**src/hdl/mbe_pkg.sv**
```systemverilog
// Shared types, constants and helpers for the Mandelbrot escape-time block.
// No dependencies; every other file of the block uses this package.
`timescale 1ns / 1ps

package mbe_pkg;

    localparam int MAX_COLUMNS = 4096;
    localparam int MAX_ROWS    = 4096;
    localparam int COUNT_BITS  = 16;
    localparam int FRAC_BITS   = 28;

    localparam int COORD_W  = 12;
    localparam int DATA_W   = 32;
    localparam int LIMIT_W  = 16;
    localparam int THRESH_W = 31;
    localparam int INDEX_W  = 3;
    localparam int OUT_W    = 16;

    typedef logic [COUNT_BITS-1:0] count_t;

    // Largest count that the counter can hold, kept one bit wider than any counter.
    localparam logic [32:0] COUNT_MAX = (33'd1 << COUNT_BITS) - 33'd1;

    localparam logic signed [DATA_W-1:0] RST_ORIGIN_REAL = -32'sd536870912;
    localparam logic signed [DATA_W-1:0] RST_ORIGIN_IMAG = -32'sd402653184;
    localparam logic signed [DATA_W-1:0] RST_STEP_REAL   = 32'sd196608;
    localparam logic signed [DATA_W-1:0] RST_STEP_IMAG   = 32'sd196608;
    localparam logic [LIMIT_W-1:0]       RST_LIMIT       = 16'd256;
    localparam logic [THRESH_W-1:0]      RST_THRESHOLD   = 31'd1073741824;

    typedef enum logic [INDEX_W-1:0] {
        REG_ORIGIN_REAL      = 3'd0,
        REG_ORIGIN_IMAG      = 3'd1,
        REG_STEP_REAL        = 3'd2,
        REG_STEP_IMAG        = 3'd3,
        REG_ITERATION_LIMIT  = 3'd4,
        REG_ESCAPE_THRESHOLD = 3'd5
    } reg_index_t;

    typedef struct packed {
        logic signed [DATA_W-1:0] origin_real;
        logic signed [DATA_W-1:0] origin_imag;
        logic signed [DATA_W-1:0] step_real;
        logic signed [DATA_W-1:0] step_imag;
        logic [LIMIT_W-1:0]       iteration_limit;
        logic [THRESH_W-1:0]      escape_threshold;
    } cfg_t;

    typedef enum logic [2:0] {
        ST_IDLE,
        ST_CR,
        ST_CI,
        ST_CI_ADD,
        ST_RR,
        ST_II,
        ST_RI,
        ST_UPD
    } state_t;

    // Clamp a wide signed value to the signed 32-bit range.
    function automatic logic signed [DATA_W-1:0] sat32(input logic signed [63:0] v);
        logic signed [DATA_W-1:0] r;
        if (v > 64'sd2147483647)
        begin
            r = 32'sh7FFFFFFF;
        end
        else if (v < -64'sd2147483648)
        begin
            r = 32'sh80000000;
        end
        else
        begin
            r = v[DATA_W-1:0];
        end
        return r;
    endfunction

endpackage

```
**src/hdl/mbe_pix_if.sv**
```systemverilog
// Pixel coordinate channel: valid/ready handshake with column and row.
// Depends on mbe_pkg for the coordinate width.
`timescale 1ns / 1ps

interface mbe_pix_if;
    logic                           valid;
    logic                           ready;
    logic [mbe_pkg::COORD_W-1:0]    column;
    logic [mbe_pkg::COORD_W-1:0]    row;

    modport source (output valid, output column, output row, input ready);
    modport sink   (input valid, input column, input row, output ready);
endinterface

```
**src/hdl/mbe_res_if.sv**
```systemverilog
// Result channel: valid/ready handshake with iteration count and limit flag.
// Depends on mbe_pkg for the count width.
`timescale 1ns / 1ps

interface mbe_res_if;
    logic                        valid;
    logic                        ready;
    logic [mbe_pkg::OUT_W-1:0]   iteration_count;
    logic                        reached_limit;

    modport source (output valid, output iteration_count, output reached_limit, input ready);
    modport sink   (input valid, input iteration_count, input reached_limit, output ready);
endinterface

```
**src/hdl/mbe_cfg_if.sv**
```systemverilog
// Configuration write channel: valid/ready handshake with register index and data.
// Depends on mbe_pkg for index and data widths.
`timescale 1ns / 1ps

interface mbe_cfg_if;
    logic                          valid;
    logic                          ready;
    logic [mbe_pkg::INDEX_W-1:0]   index;
    logic [mbe_pkg::DATA_W-1:0]    data;

    modport source (output valid, output index, output data, input ready);
    modport sink   (input valid, input index, input data, output ready);
endinterface

```
**src/hdl/mbe_regfile.sv**
```systemverilog
// Configuration register file of the escape-time block.
// Depends on mbe_pkg and mbe_cfg_if.
`timescale 1ns / 1ps

module mbe_regfile
(
    input  logic            clk,
    input  logic            rst_n,
    mbe_cfg_if.sink         cfg,
    output mbe_pkg::cfg_t   regs
);

    mbe_pkg::cfg_t cfg_reg;
    mbe_pkg::cfg_t cfg_next;

    assign cfg.ready = 1'b1;
    assign regs      = cfg_reg;

    always_comb
    begin
        cfg_next = cfg_reg;
        if (cfg.valid)
        begin
            case (cfg.index)
                mbe_pkg::REG_ORIGIN_REAL:      cfg_next.origin_real = cfg.data;
                mbe_pkg::REG_ORIGIN_IMAG:      cfg_next.origin_imag = cfg.data;
                mbe_pkg::REG_STEP_REAL:        cfg_next.step_real   = cfg.data;
                mbe_pkg::REG_STEP_IMAG:        cfg_next.step_imag   = cfg.data;
                mbe_pkg::REG_ITERATION_LIMIT:
                    cfg_next.iteration_limit = cfg.data[mbe_pkg::LIMIT_W-1:0];
                mbe_pkg::REG_ESCAPE_THRESHOLD:
                    cfg_next.escape_threshold = cfg.data[mbe_pkg::THRESH_W-1:0];
                default: ;  // drop writes to unknown indexes
            endcase
        end
    end

    always_ff @(posedge clk or negedge rst_n)
    begin
        if (!rst_n)
        begin
            cfg_reg.origin_real      <= mbe_pkg::RST_ORIGIN_REAL;
            cfg_reg.origin_imag      <= mbe_pkg::RST_ORIGIN_IMAG;
            cfg_reg.step_real        <= mbe_pkg::RST_STEP_REAL;
            cfg_reg.step_imag        <= mbe_pkg::RST_STEP_IMAG;
            cfg_reg.iteration_limit  <= mbe_pkg::RST_LIMIT;
            cfg_reg.escape_threshold <= mbe_pkg::RST_THRESHOLD;
        end
        else
        begin
            cfg_reg <= cfg_next;
        end
    end

endmodule

```
**src/hdl/mbe_mul.sv**
```systemverilog
// Shared signed 32x32 multiplier with a registered 64-bit product.
// Depends on mbe_pkg for the operand width.
`timescale 1ns / 1ps

module mbe_mul
(
    input  logic                                clk,
    input  logic signed [mbe_pkg::DATA_W-1:0]   a,
    input  logic signed [mbe_pkg::DATA_W-1:0]   b,
    output logic signed [2*mbe_pkg::DATA_W-1:0] prod
);

    logic signed [2*mbe_pkg::DATA_W-1:0] prod_reg;

    assign prod = prod_reg;

    always_ff @(posedge clk)
    begin
        prod_reg <= a * b;
    end

endmodule

```
**src/hdl/mandelbrot_escape_time.sv**
```systemverilog
// Top level of the Mandelbrot escape-time block: sequencer around one shared multiplier.
// Depends on mbe_pkg, the three channel interfaces, mbe_regfile and mbe_mul.
`timescale 1ns / 1ps

// Usage
//   pix : pixel coordinate (column, row); one transfer starts one pixel.
//   res : one transfer per pixel with iteration_count and reached_limit.
//   cfg : register writes (index 0..5); always ready. Write only while idle.
// Timing
//   The block works on one pixel at a time. pix.ready is high only in the
//   idle state. A single 32x32 multiplier is shared by every product, so
//   the point c is formed in ST_CR, ST_CI and ST_CI_ADD, and each pass of
//   the loop runs ST_RR, ST_II and ST_RI (two squares and one product), then
//   ST_UPD (one add/saturate/compare step). A pixel that runs n iterations
//   makes n + 1 passes, the last one only for the exit check; the default
//   limit is 256. res.valid rises as the sequencer returns to idle, so the
//   next pixel can transfer in the cycle that res.valid rises.
// Stalls
//   The result sits in an output register. A new pixel may be accepted while
//   the previous result waits; if that pixel finishes before the result is
//   taken, the sequencer holds in its final step until res.ready.
// Reset
//   rst_n clears the sequencer and the output valid flag and restores the
//   default view registers (origin -2.0 - 1.5i, step 3/4096, limit 256,
//   threshold 4.0). No clearing pass is needed.

module mandelbrot_escape_time
(
    input  logic      clk,
    input  logic      rst_n,
    mbe_pix_if.sink   pix,
    mbe_res_if.source res,
    mbe_cfg_if.sink   cfg
);

    localparam int W  = mbe_pkg::DATA_W;
    localparam int SW = 38;  // width of the per-iteration sums

    mbe_pkg::cfg_t   regs;
    mbe_pkg::state_t state_reg, state_next;

    logic [mbe_pkg::COORD_W-1:0] col_reg, col_next;
    logic [mbe_pkg::COORD_W-1:0] row_reg, row_next;
    logic signed [W-1:0]         cr_reg, cr_next;
    logic signed [W-1:0]         ci_reg, ci_next;
    logic signed [W-1:0]         zr_reg, zr_next;
    logic signed [W-1:0]         zi_reg, zi_next;
    logic signed [35:0]          rr_reg, rr_next;
    logic signed [35:0]          ii_reg, ii_next;
    mbe_pkg::count_t             k_reg, k_next;

    logic                        res_valid_reg, res_valid_next;
    logic [mbe_pkg::OUT_W-1:0]   res_count_reg, res_count_next;
    logic                        res_reached_reg, res_reached_next;

    logic signed [W-1:0]   mul_a, mul_b;
    logic signed [2*W-1:0] prod;

    logic [W-1:0]          col_ext, row_ext;
    logic [W-1:0]          col_idx, row_idx;
    mbe_pkg::count_t       eff_limit;
    logic signed [2*W-1:0] prod_q28, prod_q27;
    logic signed [SW-1:0]  zr_sum, zi_sum;
    logic [36:0]           mag_sum;
    logic [mbe_pkg::THRESH_W-1:0] mag;
    logic                  at_limit, escaped, finish;
    logic                  pix_fire, res_fire;

    mbe_regfile u_regfile
    (
        .clk   (clk),
        .rst_n (rst_n),
        .cfg   (cfg),
        .regs  (regs)
    );

    mbe_mul u_mul
    (
        .clk  (clk),
        .a    (mul_a),
        .b    (mul_b),
        .prod (prod)
    );

    assign pix.ready           = (state_reg == mbe_pkg::ST_IDLE);
    assign pix_fire            = pix.valid && pix.ready;
    assign res.valid           = res_valid_reg;
    assign res.iteration_count = res_count_reg;
    assign res.reached_limit   = res_reached_reg;
    assign res_fire            = res.valid && res.ready;

    // Clamp coordinates beyond the picture to its last column or row.
    assign col_ext = {{(W-mbe_pkg::COORD_W){1'b0}}, col_reg};
    assign row_ext = {{(W-mbe_pkg::COORD_W){1'b0}}, row_reg};
    assign col_idx = (col_ext >= W'(mbe_pkg::MAX_COLUMNS)) ? W'(mbe_pkg::MAX_COLUMNS - 1) : col_ext;
    assign row_idx = (row_ext >= W'(mbe_pkg::MAX_ROWS)) ? W'(mbe_pkg::MAX_ROWS - 1) : row_ext;

    // The counter width caps the limit.
    assign eff_limit = (33'(regs.iteration_limit) > mbe_pkg::COUNT_MAX)
                     ? mbe_pkg::count_t'(mbe_pkg::COUNT_MAX)
                     : mbe_pkg::count_t'(regs.iteration_limit);

    // Floor shifts: arithmetic shift of the product rounds toward minus infinity.
    assign prod_q28 = prod >>> mbe_pkg::FRAC_BITS;
    assign prod_q27 = prod >>> (mbe_pkg::FRAC_BITS - 1);

    // Final step of an iteration: prod holds zr*zi here.
    assign zr_sum  = SW'(rr_reg) - SW'(ii_reg) + SW'(cr_reg);
    assign zi_sum  = prod_q27[SW-1:0] + SW'(ci_reg);
    assign mag_sum = 37'(rr_reg[34:0]) + 37'(ii_reg[34:0]);  // both squares are >= 0
    assign mag     = (mag_sum > 37'h7FFFFFFF) ? 31'h7FFFFFFF : mag_sum[30:0];
    assign at_limit = (k_reg >= eff_limit);
    assign escaped  = (mag >= regs.escape_threshold);
    assign finish   = at_limit || escaped;

    // Operand select for the shared multiplier.
    always_comb
    begin
        case (state_reg)
            mbe_pkg::ST_CR:
            begin
                mul_a = col_idx;
                mul_b = regs.step_real;
            end
            mbe_pkg::ST_CI:
            begin
                mul_a = row_idx;
                mul_b = regs.step_imag;
            end
            mbe_pkg::ST_RR:
            begin
                mul_a = zr_reg;
                mul_b = zr_reg;
            end
            mbe_pkg::ST_II:
            begin
                mul_a = zi_reg;
                mul_b = zi_reg;
            end
            default:
            begin
                mul_a = zr_reg;
                mul_b = zi_reg;
            end
        endcase
    end

    // Sequencer: next state and datapath register updates.
    always_comb
    begin
        state_next       = state_reg;
        col_next         = col_reg;
        row_next         = row_reg;
        cr_next          = cr_reg;
        ci_next          = ci_reg;
        zr_next          = zr_reg;
        zi_next          = zi_reg;
        rr_next          = rr_reg;
        ii_next          = ii_reg;
        k_next           = k_reg;
        res_count_next   = res_count_reg;
        res_reached_next = res_reached_reg;
        // Drop the valid flag once the result is taken.
        res_valid_next   = res_valid_reg && !res.ready;

        case (state_reg)
            mbe_pkg::ST_IDLE:
            begin
                if (pix_fire)
                begin
                    col_next   = pix.column;
                    row_next   = pix.row;
                    state_next = mbe_pkg::ST_CR;
                end
            end
            mbe_pkg::ST_CR:
            begin
                state_next = mbe_pkg::ST_CI;
            end
            mbe_pkg::ST_CI:
            begin
                cr_next    = mbe_pkg::sat32(64'(regs.origin_real) + prod);
                state_next = mbe_pkg::ST_CI_ADD;
            end
            mbe_pkg::ST_CI_ADD:
            begin
                ci_next    = mbe_pkg::sat32(64'(regs.origin_imag) + prod);
                zr_next    = '0;
                zi_next    = '0;
                k_next     = '0;
                state_next = mbe_pkg::ST_RR;
            end
            mbe_pkg::ST_RR:
            begin
                state_next = mbe_pkg::ST_II;
            end
            mbe_pkg::ST_II:
            begin
                rr_next    = prod_q28[35:0];
                state_next = mbe_pkg::ST_RI;
            end
            mbe_pkg::ST_RI:
            begin
                ii_next    = prod_q28[35:0];
                state_next = mbe_pkg::ST_UPD;
            end
            mbe_pkg::ST_UPD:
            begin
                if (finish)
                begin
                    // Hold here while an older result still waits.
                    if (!res_valid_reg || res.ready)
                    begin
                        res_valid_next   = 1'b1;
                        res_count_next   = mbe_pkg::OUT_W'(32'(k_reg));
                        res_reached_next = at_limit;
                        state_next       = mbe_pkg::ST_IDLE;
                    end
                end
                else
                begin
                    zr_next    = mbe_pkg::sat32(64'(zr_sum));
                    zi_next    = mbe_pkg::sat32(64'(zi_sum));
                    k_next     = k_reg + 1'b1;
                    state_next = mbe_pkg::ST_RR;
                end
            end
            default:
            begin
                state_next = mbe_pkg::ST_IDLE;
            end
        endcase
    end

    always_ff @(posedge clk or negedge rst_n)
    begin
        if (!rst_n)
        begin
            state_reg     <= mbe_pkg::ST_IDLE;
            res_valid_reg <= 1'b0;
        end
        else
        begin
            state_reg     <= state_next;
            res_valid_reg <= res_valid_next;
        end
    end

    always_ff @(posedge clk)
    begin
        col_reg         <= col_next;
        row_reg         <= row_next;
        cr_reg          <= cr_next;
        ci_reg          <= ci_next;
        zr_reg          <= zr_next;
        zi_reg          <= zi_next;
        rr_reg          <= rr_next;
        ii_reg          <= ii_next;
        k_reg           <= k_next;
        res_count_reg   <= res_count_next;
        res_reached_reg <= res_reached_next;
    end

    // A pixel transfer always starts the coordinate step.
    assert property (@(posedge clk) disable iff (!rst_n)
        pix_fire |=> (state_reg == mbe_pkg::ST_CR))
        else $error("pixel transfer did not start the sequencer");

    // The counter never passes the effective limit.
    assert property (@(posedge clk) disable iff (!rst_n)
        (state_reg == mbe_pkg::ST_UPD) |-> (k_reg <= eff_limit))
        else $error("iteration counter beyond limit");

    // A new result appears only from the final iteration step.
    assert property (@(posedge clk) disable iff (!rst_n)
        $rose(res_valid_reg) |-> ($past(state_reg) == mbe_pkg::ST_UPD))
        else $error("result raised outside the final step");

    // A limit-flagged result carries the limit as its count.
    assert property (@(posedge clk) disable iff (!rst_n)
        (res_valid_reg && res_reached_reg)
            |-> (res_count_reg == mbe_pkg::OUT_W'(32'(eff_limit))))
        else $error("limit flag without count at limit");

    // A finished result is never overwritten while it waits.
    assert property (@(posedge clk) disable iff (!rst_n)
        (res_valid_reg && !res.ready) |=> (res_valid_reg && $stable(res_count_reg)))
        else $error("pending result lost");

endmodule
```
**src/flat_wrapper.sv**
```systemverilog
// flat-port wrapper written by rule: the top's interface ports become plain ports
module mandelbrot_escape_time_flat 
  (clk, rst_n, pix_valid, pix_column, pix_row, pix_ready, res_valid, res_iteration_count, res_reached_limit, res_ready, cfg_valid, cfg_index, cfg_data, cfg_ready);
  mbe_pix_if pix_i ();
  mbe_res_if res_i ();
  mbe_cfg_if cfg_i ();
  input  logic clk;
  input  logic rst_n;
  input wire logic [$bits(pix_i.valid)-1:0] pix_valid;
  input wire logic [$bits(pix_i.column)-1:0] pix_column;
  input wire logic [$bits(pix_i.row)-1:0] pix_row;
  output wire logic [$bits(pix_i.ready)-1:0] pix_ready;
  output wire logic [$bits(res_i.valid)-1:0] res_valid;
  output wire logic [$bits(res_i.iteration_count)-1:0] res_iteration_count;
  output wire logic [$bits(res_i.reached_limit)-1:0] res_reached_limit;
  input wire logic [$bits(res_i.ready)-1:0] res_ready;
  input wire logic [$bits(cfg_i.valid)-1:0] cfg_valid;
  input wire logic [$bits(cfg_i.index)-1:0] cfg_index;
  input wire logic [$bits(cfg_i.data)-1:0] cfg_data;
  output wire logic [$bits(cfg_i.ready)-1:0] cfg_ready;
  assign pix_i.valid = pix_valid;
  assign pix_i.column = pix_column;
  assign pix_i.row = pix_row;
  assign pix_ready = pix_i.ready;
  assign res_valid = res_i.valid;
  assign res_iteration_count = res_i.iteration_count;
  assign res_reached_limit = res_i.reached_limit;
  assign res_i.ready = res_ready;
  assign cfg_i.valid = cfg_valid;
  assign cfg_i.index = cfg_index;
  assign cfg_i.data = cfg_data;
  assign cfg_ready = cfg_i.ready;
  mandelbrot_escape_time u_core (.clk(clk), .rst_n(rst_n), .pix(pix_i), .res(res_i), .cfg(cfg_i));
endmodule
```
**config.mk**
```make
export PLATFORM = sky130hd
export DESIGN_NAME = mandelbrot_escape_time_flat
export DESIGN_NICKNAME = d
export VERILOG_FILES = /design/src/hdl/mbe_pkg.sv /design/src/hdl/mbe_pix_if.sv /design/src/hdl/mbe_res_if.sv /design/src/hdl/mbe_cfg_if.sv /design/src/hdl/mbe_regfile.sv /design/src/hdl/mbe_mul.sv /design/src/hdl/mandelbrot_escape_time.sv /design/src/flat_wrapper.sv
export SDC_FILE = /design/constraint.sdc
export NUM_CORES = 2
export LEC_CHECK = 0
export BUFFER_PORTS_ARGS = -buffer_cell sky130_fd_sc_hd__buf_4
export CAP_MARGIN = 25
export CORE_MARGIN = 2
export CORE_UTILIZATION = 30
export DETAILED_ROUTE_END_ITERATION = 10
export PLACE_DENSITY = 0.51
export SLEW_MARGIN = 20
export SYNTH_ARGS = -nofsm -noshare
export SYNTH_HDL_FRONTEND = slang
export SYNTH_SLANG_ARGS = --single-unit
```
**constraint.sdc**
```tcl
create_clock -name clk -period 13 [get_ports clk]
set_clock_uncertainty 0.15 [all_clocks]
set_input_delay 1.3 -clock clk [delete_from_list [all_inputs] [get_ports clk]]
set_output_delay 1.3 -clock clk [all_outputs]
set_load 0.05 [all_outputs]
```
==> metrics.md <==
| Metric | Value |
|---|---|
| Worst-Skew Late Latency | between 0.6 and 0.7 ns |
| Synth Flop Type | edfxtp_1 |
| Clk slew on worst S/H paths | approximately 0.060 ns |
| Synth top area cells | fa_1 32%, edfxtp_1 11%, ha_1 8.9% |
| Syn_nets | just over 9000 |
| CP Capture Type | register |
| Slew Limit Headroom | between 10% and 20% |
| First drt pass iteration count | 6 |
| Hold Buf Count CTS | 0 |
| CTS Buffer Depth | 3 |
| Worst-margin pin slew | 1.22 ns |
| Final Setup Violations | 0 |
| Distinct cell type count after synthesis | ~100 |
| Synthesis-stage register bit count | 500 |
| Crit-path max FO | 25 |
| Cell area after synthesis | between 70000 and 80000 µm² |
| Inserted Clock Buffers | just under 60 |
| Area growth syn-to-layout | 9.97% |
| Number of global-route vias before repair | ~56000 |
| Sequential area share after synthesis | slightly below 20% |
| Iter 0 DRT Violations | about 4500 |
| RD Place Congestion | slightly above 0.9 |
| # nets final | ~9000 |
| Num rows | between 150 and 200 |
| Routed Antenna Nets | 0 |
| Initial core utilization | 30.2% |
| CTS tree | done |
| Hold Path Depth | 1 |
| R2R cell count | 30 |
| Die H | 488 µm |
| Ports | 84 |
| Fin Setup TNS | 0 ns |
| Run status | completed |
| Detailed Route WL | ~240 mm |
| Vias | 53900 |
| Initial antenna violation count | 28 |
| Global-route wire length before repair | ~360 mm |
| Largest net degree at the start of global routing | between 100 and 150 |
| Final Max Slew Viols | 0 |
| Vias per cell | between 5 and 6 |
| Fin. Hold Viols | 0 |
| Ys async rst share | 35.8% |
| Root Driver | clkbuf_16 |
| CP Class | reg2reg |
| Clock Sink Count | 500 |
| Crit share post-route | 92.9% |
| Die Span X | slightly below 500 µm |
| Fmax | 82.8 MHz |
| Max cap viols | 0 |
| Average wire per standard cell | about 22 µm |
| Slowest CP cell | fa_1 |
| WP data required | between 10 and 15 ns |
| Post-synth EDFFs | 257 |
| Number of port buffers | between 80 and 90 |
| Yosys top cell area share | between 30% and 40% |
| CP dominant cell by count | fa_1 |
| Share of cells above drive strength 1 | 8.24% |
| Worst min-delay path class | reg2reg |
| Critical path arrival | roughly 13 ns |
| Min Tclk post-route | ~12 ns |
| Mean area per synthesized cell | about 9.3 µm² |
| H-tree lvl count | 2 |
| Residual DRC | 0 |
| GR Overflow Total | 0 |
| Slowest stage delay, CP | about 0.91 ns |
| Gate Count Post-Synth | approximately 7500 |
| Post-CTS sizing | 0 |
| Max FFs per register | around 180 |
| Core Area | between 200000 and 250000 µm² |
| Unrepaired setup endpoints after global routing | no |
| Worst Setup Start Kind | register |
| Total GRT Usage | 20.0% |
| Post-synth top area cell | fa_1 |
| Syn. warnings | 0 |
| Post-DP HPWL | a little under 200 mm |
| Post-CTS Setup Bufs | 0 |
| DIE AREA | roughly 240000 µm² |
## synthesized netlist by cell type (all sizes together), types with 41 or more instances
cell,instances
dfxtp,64
nand2,716
nor2,780
dfrtp,166
o21bai,50
fa,1122
ha,502
buf,42
nor3,59
nand2b,58
nor2b,48
xnor2,175
clkbuf,281
nand4,61
o31ai,46
edfxtp,257
mux2,161
xor2,103
o21ai,251
a22oi,72
a221oi,41
nand3,67
inv,1327
a21o,192
a21oi,336
## per-layer routing
| layer | global-route usage, % | wire length, µm | part of all wire [%] | vias up |
|---|---|---|---|---|
| met3 | 2.23 | 14400 | 6.1 | 236 |
| li1 | - | - | - | 24300 |
| met5 | 0 | 8 | 0.0034 | - |
| met2 | 30.7 | 104000 | 44 | 1690 |
| met1 | 29.8 | 112000 | 47 | 27700 |
| met4 | 5.03 | 6450 | 2.7 | 2 |
## kinds of logic after synthesis
group / count (synthesis) / synth area share, %
simple gates: 1975 / 12.2
compound gates: 1309 / 12.5
buf+inv: 1650 / 8.92
fa+ha+maj: 1624 / 40.9
flops: 500 / 19.2
mux: 171 / 2.73
xor+xnor: 278 / 3.47
other cells: 1 / 0.00534
## path summary, 6_finish.rpt
path | endpoint | slack, ns | startpoint
max | u_core.u_mul.prod[63] | 0.93 | u_core.state_reg[1]
min | u_core.u_regfile.regs[9] | 0.36 | u_core.u_regfile.regs[9]
max reg2reg | u_core.u_mul.prod[63] | 0.93 | u_core.state_reg[1]
min reg2reg | u_core.u_regfile.regs[9] | 0.36 | u_core.u_regfile.regs[9]
max in group asynchronous | u_core.u_regfile.regs[64] | 10.81 | rst_n
min in group asynchronous | u_core.u_regfile.regs[7] | 0.59 | rst_n
## layout make-up
cell class / count / area [µm²]
fillers: 24000 / 155000
multi-input cells: 5358 / 50900
flip-flops and latches: 500 / 13500
inverters: 1327 / 4980
well taps: 3043 / 3810
repair buffers: 243 / 1920
clock buffers: 72 / 1580
clock inverters: 38 / 449
diodes: 6 / 15.0
## layout by cell type (no fill, tap or decap), types with 58 or more instances in the layout
| master | netlist | final |
|---|---|---|
| inv_1 | 1326 | 1326 |
| fa_1 | 1122 | 1122 |
| nor2_1 | 780 | 776 |
| nand2_1 | 716 | 716 |
| ha_1 | 502 | 502 |
| a21oi_1 | 332 | 331 |
| edfxtp_1 | 257 | 257 |
| buf_4 | 2 | 233 |
| o21ai_0 | 204 | 204 |
| a21o_1 | 191 | 191 |
| xnor2_1 | 175 | 174 |
| dfrtp_1 | 166 | 165 |
| mux2_2 | 161 | 161 |
| xor2_1 | 103 | 103 |
| a22oi_1 | 72 | 72 |
| nand3_1 | 67 | 66 |
| dfxtp_1 | 64 | 64 |
| nand4_1 | 61 | 61 |
| clkbuf_16 | 0 | 60 |
| nand2b_1 | 58 | 58 |
## metrics by stage
step / utilization [%] / instances / area (µm²) / hold WS [ns] / worst slack [ns]
2_1_floorplan: - / 7508 / 70200 / 0.307 / 1.71
3_3_place_gp: 32.3 / 10500 / 75000 / 0.336 / 0.910
5_1_grt: 33.2 / 10600 / 77200 / 0.361 / 0.408
6_report: 33.2 / 10600 / 77200 / 0.355 / 0.927
3_5_place_dp: 32.3 / 10500 / 75100 / 0.344 / 0.854
4_1_cts: 33.2 / 10600 / 77100 / 0.357 / 0.795
## critical path, delay by kind of cell, from the launching register on
family | cells | cell delay, ns
compound gates | 10 | 3.22
xor+xnor | 1 | 0.13
fa+ha+maj | 9 | 4.74
buf+inv | 6 | 1.58
flops | 1 | 0.82
simple gates | 4 | 1.32
Power is not shown: default switching activity piles up to over one toggle a cycle in this logic, so the estimate is an artifact.
